### config.mk
export PLATFORM = sky130hd
export DESIGN_NAME = tohbq_cell
export DESIGN_NICKNAME = d
export VERILOG_FILES = /design/src/design/assert_macros.svh /design/src/design/tohbq_pkg.sv /design/src/design/tohbq_cell.sv
export SDC_FILE = /design/constraint.sdc
export NUM_CORES = 1
export LEC_CHECK = 0
export BUFFER_PORTS_ARGS = -buffer_cell sky130_fd_sc_hd__buf_2
export CORE_AREA = 2 2 191 193
export CTS_BUF_LIST = sky130_fd_sc_hd__clkbuf_4
export DETAILED_ROUTE_END_ITERATION = 6
export DIE_AREA = 0 0 193 195
export PLACE_DENSITY = 0.59
export SETUP_SLACK_MARGIN = 0.4
export SLEW_MARGIN = 5
export SYNTH_ARGS = -nofsm -noshare
export SYNTH_HDL_FRONTEND = slang
export SYNTH_SLANG_ARGS = --single-unit
### constraint.sdc
create_clock -name i_clk -period 3.94 [get_ports i_clk]
set_input_delay 0.197 -clock i_clk [delete_from_list [all_inputs] [get_ports i_clk]]
set_output_delay 0.197 -clock i_clk [all_outputs]
set_load 0.01 [all_outputs]
### src/design/assert_macros.svh
// Assertion macros shared by the hold-back queue RTL.
// Included by files that carry concurrent checks; no other dependencies.
`ifndef ASSERT_MACROS_SVH
`define ASSERT_MACROS_SVH

// a implies c in the same cycle, checked out of reset
`define ASSERT_IMPLIES(label, clk, rst_n, a, c) \
    label: assert property (@(posedge clk) disable iff (!rst_n) (a) |-> (c)) \
        else $error("assertion failed");

// a implies c in the next cycle, checked out of reset
`define ASSERT_NEXT(label, clk, rst_n, a, c) \
    label: assert property (@(posedge clk) disable iff (!rst_n) (a) |=> (c)) \
        else $error("assertion failed");

`endif

### src/design/tohbq_pkg.sv
// Types and codes of the total-order hold-back queue.
// No dependencies; used by the cell and the top level.
`default_nettype none

package tohbq_pkg;

    // index fields are sized for the largest supported queue depth
    localparam int IDX_W = 8;

    typedef enum logic [2:0] {
        KIND_ACK     = 3'd0,
        KIND_SEQ_ACK = 3'd1,
        KIND_DELIVER = 3'd2,
        KIND_DROP    = 3'd3,
        KIND_FULL    = 3'd4
    } t_kind;

    typedef enum logic [1:0] {
        S_IDLE,
        S_SCAN,
        S_MIN
    } t_state;

    typedef enum logic [1:0] {
        WR_NONE,
        WR_NEW,
        WR_FINAL,
        WR_CLEAR
    } t_wr_op;

    typedef struct packed {
        logic        mode;
        logic [3:0]  sender;
        logic [31:0] msg_id;
        logic [31:0] payload;
        logic [31:0] agreed_seq;
        logic [3:0]  final_proposer;
    } t_in;

    typedef struct packed {
        logic [2:0]  kind;
        logic [3:0]  out_sender;
        logic [31:0] out_msg_id;
        logic [31:0] out_seq;
        logic [3:0]  out_proposer;
        logic [31:0] out_data;
        logic        last;
    } t_out;

    // broadcast write to one cell
    typedef struct packed {
        t_wr_op           op;
        logic [IDX_W-1:0] idx;
        logic [31:0]      seq;
        logic [31:0]      msg_id;
        logic [3:0]       sender;
        logic [3:0]       proposer;
        logic [31:0]      data;
    } t_wr;

    // search token passed down the chain
    typedef struct packed {
        logic             valid;
        logic             m_found;
        logic [IDX_W-1:0] m_idx;
        logic [31:0]      m_seq;
        logic [3:0]       m_prop;
        logic             f_found;
        logic [IDX_W-1:0] f_idx;
        logic             n_found;
        logic [IDX_W-1:0] n_idx;
        logic             n_deliv;
        logic [31:0]      n_seq;
        logic [3:0]       n_sender;
        logic [31:0]      n_msg_id;
        logic [3:0]       n_prop;
        logic [31:0]      n_data;
    } t_tok;

endpackage

`default_nettype wire

### src/design/tohbq_cell.sv
// One hold-back queue entry and its stage of the search chain.
// Depends on tohbq_pkg.
`default_nettype none

module tohbq_cell #(
    parameter int INDEX = 0
) (
    input  wire logic            i_clk,
    input  wire logic            i_rst_n,
    input  wire tohbq_pkg::t_wr  i_wr,
    input  wire logic [3:0]      i_key_sender,
    input  wire logic [31:0]     i_key_id,
    input  wire tohbq_pkg::t_tok i_tok,
    output tohbq_pkg::t_tok      o_tok
);

    logic        r_valid, r_deliv;
    logic [31:0] r_seq, r_msg_id, r_data;
    logic [3:0]  r_sender, r_prop;
    tohbq_pkg::t_tok r_tok, n_tok;

    localparam logic [tohbq_pkg::IDX_W-1:0] MY_IDX = tohbq_pkg::IDX_W'(INDEX);

    logic sel, pend, earlier;

    assign sel  = (i_wr.idx == MY_IDX);
    assign pend = r_valid && !r_deliv && (r_sender == i_key_sender) && (r_msg_id == i_key_id);

    // strict order: seq, undeliverable first, sender, msg id
    always_comb begin
        if (r_seq != i_tok.n_seq) begin
            earlier = (r_seq < i_tok.n_seq);
        end else if (r_deliv != i_tok.n_deliv) begin
            earlier = !r_deliv;
        end else if (r_sender != i_tok.n_sender) begin
            earlier = (r_sender < i_tok.n_sender);
        end else begin
            earlier = (r_msg_id < i_tok.n_msg_id);
        end
    end

    always_comb begin
        n_tok = i_tok;
        if (i_tok.valid) begin
            if (!i_tok.m_found && pend) begin
                n_tok.m_found = 1'b1;
                n_tok.m_idx   = MY_IDX;
                n_tok.m_seq   = r_seq;
                n_tok.m_prop  = r_prop;
            end
            if (!i_tok.f_found && !r_valid) begin
                n_tok.f_found = 1'b1;
                n_tok.f_idx   = MY_IDX;
            end
            if (r_valid && (!i_tok.n_found || earlier)) begin
                n_tok.n_found  = 1'b1;
                n_tok.n_idx    = MY_IDX;
                n_tok.n_deliv  = r_deliv;
                n_tok.n_seq    = r_seq;
                n_tok.n_sender = r_sender;
                n_tok.n_msg_id = r_msg_id;
                n_tok.n_prop   = r_prop;
                n_tok.n_data   = r_data;
            end
        end
    end

    always_ff @(posedge i_clk) begin
        if (!i_rst_n) begin
            r_tok   <= '0;
            r_valid <= 1'b0;
            r_deliv <= 1'b0;
        end else begin
            r_tok <= n_tok;
            if (sel) begin
                unique case (i_wr.op)
                    tohbq_pkg::WR_NEW: begin
                        r_valid <= 1'b1;
                        r_deliv <= 1'b0;
                    end
                    tohbq_pkg::WR_FINAL: begin
                        r_deliv <= 1'b1;
                    end
                    tohbq_pkg::WR_CLEAR: begin
                        r_valid <= 1'b0;
                        r_deliv <= 1'b0;
                    end
                    default: begin
                    end
                endcase
            end
        end
    end

    // entry contents, no reset
    always_ff @(posedge i_clk) begin
        if (sel && i_wr.op == tohbq_pkg::WR_NEW) begin
            r_seq    <= i_wr.seq;
            r_msg_id <= i_wr.msg_id;
            r_sender <= i_wr.sender;
            r_prop   <= i_wr.proposer;
            r_data   <= i_wr.data;
        end else if (sel && i_wr.op == tohbq_pkg::WR_FINAL) begin
            r_seq  <= i_wr.seq;
            r_prop <= i_wr.proposer;
        end
    end

    assign o_tok = r_tok;

endmodule

`default_nettype wire

# Yosys cells after proc, flatten, opt, wreduce, memory -nomap -nowiden
# Index checks and enable logic that the tools add are counted.
# classes
order_cmp	3
n_eq_ne	8
n_mux	13
reduce_logical	21
# op_table
cell	count
$mux W168	1
$mux W114	1
$lt A32 B32 Y1	2
$mux W32	2
$mux W45	1
$eq A32 B32 Y1	1
$ne A32 B32 Y1	1
$mux W9	1
$logic_and A1 B1 Y1	8
$logic_not A8 Y1	1
$mux W4	2
$reduce_bool A2 Y1	3
$logic_not A1 Y1	5
$eq A2 B2 Y1 const B	2
$eq A4 B4 Y1	1
$lt A4 B4 Y1	1
$ne A4 B4 Y1	1
$pmux W1 S2	2
$reduce_and A2 Y1	2
$mux W1	3
$eq A2 B1 Y1 const B	1
$reduce_or A2 Y1	1
$logic_or A1 B1 Y1	1
$ne A1 B1 Y1	1
# totals
regBits	275
word_cells	67

# Longest topological paths before layout
# Gate-level depths: netlist (run 1).
# depth
depth_word	8
depth_mapped	11
depth_no_buf	9

# Worst setup path after synthesis (run 1)
# No wires, ideal clock.
# synth_timing
path_kind	input -> register
start	input i_wr[109] (netlist name)
end	register r_data[0] (enable)
arrival_ns	3.846
slack_ns	-0.402
cell_stages	4
path_buffers	0
cell_sequence	or4_1 -> nor2_1 -> nand2_1 -> nor2_1
# synth_between
elab_chain_len	2
# synth_lines
item	line	rtl
start, declared	tohbq_cell.sv:10	input wire tohbq_pkg::t_wr i_wr,
$logic_not A8 Y1	tohbq_cell.sv:26	assign sel = (i_wr.idx == MY_IDX);
$logic_and A1 B1 Y1	tohbq_cell.sv:97	if (sel && i_wr.op == tohbq_pkg::WR_NEW) begin
end signal, assigned	tohbq_cell.sv:102	r_data <= i_wr.data;
end, declared	tohbq_cell.sv:18	logic [31:0] r_seq, r_msg_id, r_data;
# No other way between the ends.
# A chain may end at the register's enable or synchronous reset.

# Worst setup path in the final report (run 1)
# layout_timing
start	register r_msg_id[31]
end	register r_tok (netlist bit o_tok[29])
# layout_between
elab_chain_len	8
# layout_lines
item	line	rtl
start, declared	tohbq_cell.sv:18	
start signal, assigned	tohbq_cell.sv:99	r_msg_id <= i_wr.msg_id;
$lt A32 B32 Y1	tohbq_cell.sv:38	earlier = (r_msg_id < i_tok.n_msg_id);
$mux W1	tohbq_cell.sv:35	end else if (r_sender != i_tok.n_sender) begin
$mux W1	tohbq_cell.sv:33	end else if (r_deliv != i_tok.n_deliv) begin
$mux W1	tohbq_cell.sv:31	if (r_seq != i_tok.n_seq) begin
$logic_or A1 B1 Y1	tohbq_cell.sv:55	if (r_valid && (!i_tok.n_found || earlier)) begin
$logic_and A1 B1 Y1	tohbq_cell.sv:55	
$mux W114	tohbq_cell.sv:55	
$mux W168	tohbq_cell.sv:44	if (i_tok.valid) begin
end signal, assigned	tohbq_cell.sv:74	r_tok <= n_tok;
end, declared	tohbq_cell.sv:20	tohbq_pkg::t_tok r_tok, n_tok;
# No other way between the ends.

==> results of run 1 <==
==> final timing paths <==
path                    end  slack (ns)  cells past startpoint
setup / recovery  o_tok[29]        0.60                     10
hold / removal    o_tok[31]        0.10                      3
setup reg to reg  o_tok[29]        0.60                     10
hold reg to reg    o_tok[9]        0.51                      2
==> state kept, by name, summed over array words and instances, names as in the netlist <==
signal / cells
r_prop: 4
r_data: 32
r_sender: 4
r_deliv: 1
r_seq: 32
r_msg_id: 32
o_tok: 169
r_valid: 1
==> critical path, stage by stage (launching register included) <==
cell and delay [ns]:
edfxtp_1 0.45, ha_1 0.35, nand4_1 0.20, nor4_2 0.41, o311ai_1 0.26, a31oi_2 0.34, nor4_1 0.17, nor3_4 0.37
buf_12 0.17, buf_16 0.24, mux2i_1 0.27
==> power by group through the flow <==
stage                     combinational (mW)  sequential [mW]  clock, mW
after floorplan                        0.207             3.18          0
after global placement                 0.593             3.13          0
after detailed placement               0.603             3.13          0
after CTS                              0.829             3.07       2.86
after global routing                   0.914             3.08       3.04
final                                  0.837             3.07       2.80
==> kinds of logic after synthesis <==
| family | Yosys count | share of synthesized area |
|---|---|---|
| xor+xnor | 34 | 0.0256 |
| buf+inv | 120 | 0.0462 |
| fa+ha+maj | 67 | 0.0720 |
| flops | 275 | 0.562 |
| simple gates | 358 | 0.142 |
| compound gates | 62 | 0.0312 |
| mux | 141 | 0.121 |
==> routing by layer <==
layer,wire (um),part of all wire,global-route usage
met5,0,0,0
met3,3450,0.081,0.0728
met2,21800,0.51,0.401
met4,1460,0.034,0.0971
met1,15900,0.37,0.229
==> layout make-up <==
| cell class | count | share of cell area |
|---|---|---|
| clock inverters | 28 | 0.0106 |
| diodes | 5 | 0.000676 |
| flip-flops and latches | 275 | 0.354 |
| multi-input cells | 662 | 0.249 |
| repair buffers | 781 | 0.294 |
| inverters | 75 | 0.0152 |
| well taps | 461 | 0.0312 |
| clock buffers | 114 | 0.0462 |
==> cell usage in the layout (no fill, tap or decap), types with 34 or more instances in the layout <==
| master | count |
|---|---|
| dfxtp_1 | 171 |
| nor2b_1 | 42 |
| clkbuf_4 | 114 |
| mux2i_1 | 141 |
| inv_1 | 75 |
| dlygate4sd3_1 | 280 |
| buf_2 | 488 |
| edfxtp_1 | 104 |
| a21oi_1 | 34 |
| nand2_1 | 231 |
| ha_1 | 67 |
==> metrics by stage <==
| step | setup WS, ns | util | power, mW |
|---|---|---|---|
| 3_5_place_dp | 0.347 | 0.412 | 3.73 |
| 4_1_cts | 0.498 | 0.522 | 6.76 |
| 6_report | 0.596 | 0.523 | 6.71 |
| 5_1_grt | 0.420 | 0.523 | 7.03 |
| 2_1_floorplan | 0.727 | - | 3.38 |
| 3_3_place_gp | 0.433 | 0.412 | 3.72 |
==> what timing repair did <==
item	in CTS	in global routing
pin swaps	0	1
hold buffers	280	0
buffers inserted	0	1
setup endpoints to repair	70	21
endpoints found under the hold margin	286	0
gates cloned	1	0
gates resized for setup	2	1
==> key figures, run 1 <==
Logic synthesis
  • Unique masters post-synth: 40
  • Cell count after synthesis: 1057
  • Top cells by count, synth: nand2_1, dfxtp_1, mux2i_1
  • Top-count cell post-synth: nand2_1
  • Sequential fraction of the synthesis area: 0.562
  • Syn Area/Cell: 11.0 um2
  • Register bit total from synthesis: 275
  • Area contributors post-synth: dfxtp_1, edfxtp_1, mux2i_1, nand2_1, ha_1
  • Net Count, Synth: 1445
  • Ys async rst share: 0
  • Area leader, netlist: dfxtp_1
  • Top_reg_cell synth: dfxtp_1
  • Synthesized area: 0.0116 mm2
  • Synth top area share: 0.294
  • Syn. warnings: 0
  • Post-synth EDFFs: 104

STA
  • Worst Max-Slew Pin Slew: 0.809 ns
  • Max-slew violations: 0
  • Slew headroom: 0.461
  • Final hold vios: 0
  • Tcrit/Tclk final: 0.849
  • Clk_skew: 0.0510 ns
  • TNS Setup: 0 ns
  • WHS: 0.102 ns
  • RSZ-0062 raised after global routing: no
  • Final setup violation count: 0
  • Tmin final: 3.34 ns
  • Max Clk Rate: 299 MHz

Status
  • Outcome: finished, final reports clean

Global routing
  • First-pass GRT wire length: 62.9 mm
  • GRT overflow: 0
  • Pin count of the biggest net entering global routing: 124
  • Initial antenna violation count: 5
  • GRT Overall Usage: 0.221
  • Vias in the first global route: 11716

Power and ir drop
  • Switching power: 1.67 mW
  • Logic gate share of total power: 0.125
  • Clock power share: 0.418
  • Leak: 9.37 nW
  • Switching Share: 0.250
  • PwrDens: 362 mW/mm2
  • Sequential cell fraction of total power: 0.457
  • Int Pwr: 5.03 mW
  • Maximum vdd ir drop: 279 uV

Layout
  • Ratio of cells with drive above 1 in the final layout: 0.328
  • Area of the multi-input gates: 0.00460 mm2
  • Register area: 0.00655 mm2
  • Layout Cells excl Fill: 2401
  • Layout area overhead: 59.0%
  • Post-route cell area: 0.0185 mm2
  • Nets: 2260
  • Layout fillers: 3118

Worst setup path
  • CP startpoint kind: register
  • CP Launch Point: r_msg_id[31]
  • CP endpoint kind: register
  • CP Max Fanout: 35
  • Critical path type: reg -> reg
  • Worst reg2reg path startpoint: r_msg_id[31]
  • Arr. time, crit path: 3.99 ns
  • Req. time, crit path: 4.59 ns

Die
  • Initial Util: 0.329
  • Core area: 0.0354 mm2
  • Rows: 69
  • Die width: 193 um
  • Total die area: 0.0376 mm2
  • Top Ports: 490
  • Die height: 195 um

Drt
  • Vias per std cell: 4.50
  • Vias: 10807
  • Drt first pass iters: 4
  • Avg WL per Cell: 17.7 um
  • DRC: 0
  • WL final: 42.6 mm
  • Iteration-0 DRC Markers: 371
  • Antenna Nets Post-Route: 0

Clock tree
  • CTS Buffer Depth: 3
  • CTS Sinks: 275
  • H-tree depth: 3
  • CTS tree: done
  • Worst-skew pair later-pin latency: 0.75 ns
  • Cts bufs inserted: 77
  • Clock slew at reported path FFs: 0.07 ns
  • Root Buffer: clkbuf_4

Placement
  • Cell Area, Placed: 0.0146 mm2
  • Placed insts: 1972
  • Gpl congestion: 0.856
  • DPL Wire Length: 29.1 mm
  • I/O Buffers: 489

Flow run
  • Max-cap viol count: 0

Min path
  • Type of the worst min-delay path: in -> reg
  • HP Start: i_rst_n
No activity file was read; power rests on OpenSTA's default activity.
==> inputs of run 2 (changes only) <==
--- a/config.mk
+++ b/config.mk
@@ -10,7 +10,7 @@
 export CTS_BUF_LIST = sky130_fd_sc_hd__clkbuf_4
 export DETAILED_ROUTE_END_ITERATION = 6
 export DIE_AREA = 0 0 193 195
-export PLACE_DENSITY = 0.59
+export PLACE_DENSITY = 0.56
 export SETUP_SLACK_MARGIN = 0.4
 export SLEW_MARGIN = 5
 export SYNTH_ARGS = -nofsm -noshare
==> constraint.sdc (replaced) <==
create_clock -name i_clk -period 3.21 [get_ports i_clk]
set_input_delay 0.1605 -clock i_clk [delete_from_list [all_inputs] [get_ports i_clk]]
set_output_delay 0.1605 -clock i_clk [all_outputs]
set_load 0.01 [all_outputs]
==> key figures, run 2 (synthesized netlist as in run 1, its figures left out) <==
Worst setup path
  • Worst reg2reg path startpoint: r_seq[22]
  • CP startpoint kind: register
  • CP endpoint kind: register
  • Req. time, crit path: 3.89 ns
  • Critical path type: reg -> reg
  • Arr. time, crit path: 3.50 ns
  • CP Max Fanout: 7
  • Most common cell on crit path: nor3_4
  • CP max stage delay: 0.49 ns
  • Critical-path top delay cell: edfxtp_1
  • Reg-to-reg endpoint: o_tok[11]
  • R2R setup slack: 0.39 ns
  • FF-to-FF path depth: 12
  • Worst path cell trace: ha_4 -> and4_4 -> nor4b_4 -> buf_4 -> nand3_4 -> a21oi_4 -> nor3_4 -> nor3_4 -> buf_6 -> buf_12 -> buf_16 -> mux2i_4

Power and ir drop
  • Clock power share: 0.425
  • Logic gate share of total power: 0.128
  • Maximum vdd ir drop: 339 uV
  • Leak: 9.77 nW
  • Switching Share: 0.249
  • Sequential cell fraction of total power: 0.447
  • Int Pwr: 6.32 mW
  • PwrDens: 433 mW/mm2
  • Tot Pwr: 8.42 mW
  • Switching power: 2.10 mW

Layout
  • Nets: 2323
  • Ratio of cells with drive above 1 in the final layout: 0.349
  • Commonest cells after routing, fill and taps aside: buf_2, dlygate4sd3_1, nand2_1, dfxtp_1, mux2i_1
  • Max FFs per register: 169
  • Core Util, Final: 0.550
  • Layout area overhead: 67.1%
  • Post-route cell area: 0.0195 mm2
  • Layout Cells excl Fill: 2469
  • Most common cell after layout, fill and taps aside: buf_2

Die
  • Die height: 195 um
  • Total die area: 0.0376 mm2
  • Die width: 193 um
  • Top Ports: 490
  • Rows: 69
  • Initial Util: 0.329
  • Core area: 0.0354 mm2

Clock tree
  • CTS tree: done
  • CTS Sinks: 275
  • CTS Buffer Depth: 3
  • H-tree depth: 3
  • Clock slew at reported path FFs: 0.08 ns
  • Root Buffer: clkbuf_4
  • Worst-skew pair later-pin latency: 0.78 ns
  • Cts bufs inserted: 79

STA
  • Tcrit/Tclk final: 0.880
  • Max-slew violations: 0
  • TNS Setup: 0 ns
  • RSZ-0062 raised after global routing: yes
  • Tmin final: 2.82 ns
  • Final setup violation count: 0
  • Worst Max-Slew Pin Slew: 0.877 ns
  • Slew headroom: 0.410
  • Max Clk Rate: 354 MHz
  • Clk_skew: 0.0437 ns
  • Final hold vios: 0

Status
  • Outcome: finished, final reports clean

Global routing
  • Pin count of the biggest net entering global routing: 119
  • Initial antenna violation count: 7
  • First-pass GRT wire length: 64.8 mm
  • Vias in the first global route: 12136
  • GRT Overall Usage: 0.228
  • GRT overflow: 0

Min path
  • HP Start: i_wr[25]
  • Hold path cells: 2
  • Hold endpoint: r_data[25]
  • Type of the worst min-delay path: in -> reg

Placement
  • I/O Buffers: 489
  • Gpl congestion: 0.843
  • Placed insts: 1980
  • DPL Wire Length: 29.9 mm
  • Cell Area, Placed: 0.0147 mm2

Drt
  • Iteration-0 DRC Markers: 370
  • WL final: 44.7 mm
  • Drt first pass iters: 5
  • Antenna Nets Post-Route: 0
  • Vias per std cell: 4.51
  • Avg WL per Cell: 18.1 um
  • DRC: 0
  • Vias: 11127

Flow run
  • Max-cap viol count: 0
run 2: changes by cell type in the layout (fill, tap and decap cells not counted), sizes merged, moves of 2 or more:
cell / delta
clkbuf: +21
buf: +26
clkinv: -12
diode: +2
dlygate4sd3: +29
run 2: power by group through the flow:
stage / Combinational [mW] / Sequential (mW) / Clock [mW]
6_report: 1.07 / 3.77 / 3.58
2_1_floorplan: 0.254 / 3.90 / 0
5_1_grt: 1.17 / 3.78 / 3.89
3_3_place_gp: 0.736 / 3.84 / 0
3_5_place_dp: 0.749 / 3.84 / 0
4_1_cts: 1.06 / 3.77 / 3.69
run 2: repair_timing:
| action | CTS | global route |
|---|---|---|
| setup endpoints to repair | 113 | 125 |
| pin swaps | 5 | 11 |
| hold buffers | 309 | 0 |
| gates cloned | 3 | 6 |
| buffers inserted | 7 | 10 |
| resized for setup | 26 | 14 |
| endpoints found under the hold margin | 275 | 0 |
run 2: metrics by stage:
step,setup WS [ns],hold slack [ns]
5_1_grt,0.270,0.0000968
4_1_cts,0.327,0.00600
6_report,0.386,0.0870
3_3_place_gp,-0.0890,0.337
3_5_place_dp,-0.0292,0.339
2_1_floorplan,0.579,0.259
run 2: worst max-delay path by stage:
| stage | startpoint | to | slack [ns] |
|---|---|---|---|
| global route | r_seq[16] | o_tok[6] | 0.27 |
| finish | r_seq[22] | o_tok[11] | 0.39 |
| detailed placement | r_seq[22] | o_tok[12] | -0.03 |
| CTS | r_seq[22] | o_tok[59] | 0.33 |
| floorplan | i_wr[109] | r_prop[0] | 0.58 |
| global placement | r_seq[22] | o_tok[20] | -0.09 |
run 2: worst max-delay path: cells and delay by family, from the launching register on:
family                     cells  cell delay, ns
AOI/OAI and AO/OA              1            0.19
muxes                          1            0.22
adders and majority gates      1            0.32
and+or+nand+nor                5            0.87
buffers and inverters          4            0.65
DFF                            1            0.49
run 2: layout make-up:
class                   count  area (um2)
fillers                  3028       15900
clock buffers             130         976
inverters                  75         282
well taps                 461         577
flip-flops and latches    275        6550
diodes                      7        17.5
multi-input cells         662        4770
clock inverters            17         126
repair buffers            842        6170
run 2: routing by layer:
| metal | global-route usage | share of wire | wire, um |
|---|---|---|---|
| met1 | 0.242 | 0.39 | 17500 |
| met2 | 0.409 | 0.49 | 22000 |
| met3 | 0.0685 | 0.076 | 3380 |
| met4 | 0.108 | 0.039 | 1760 |
| met5 | 0 | 0.00092 | 41 |
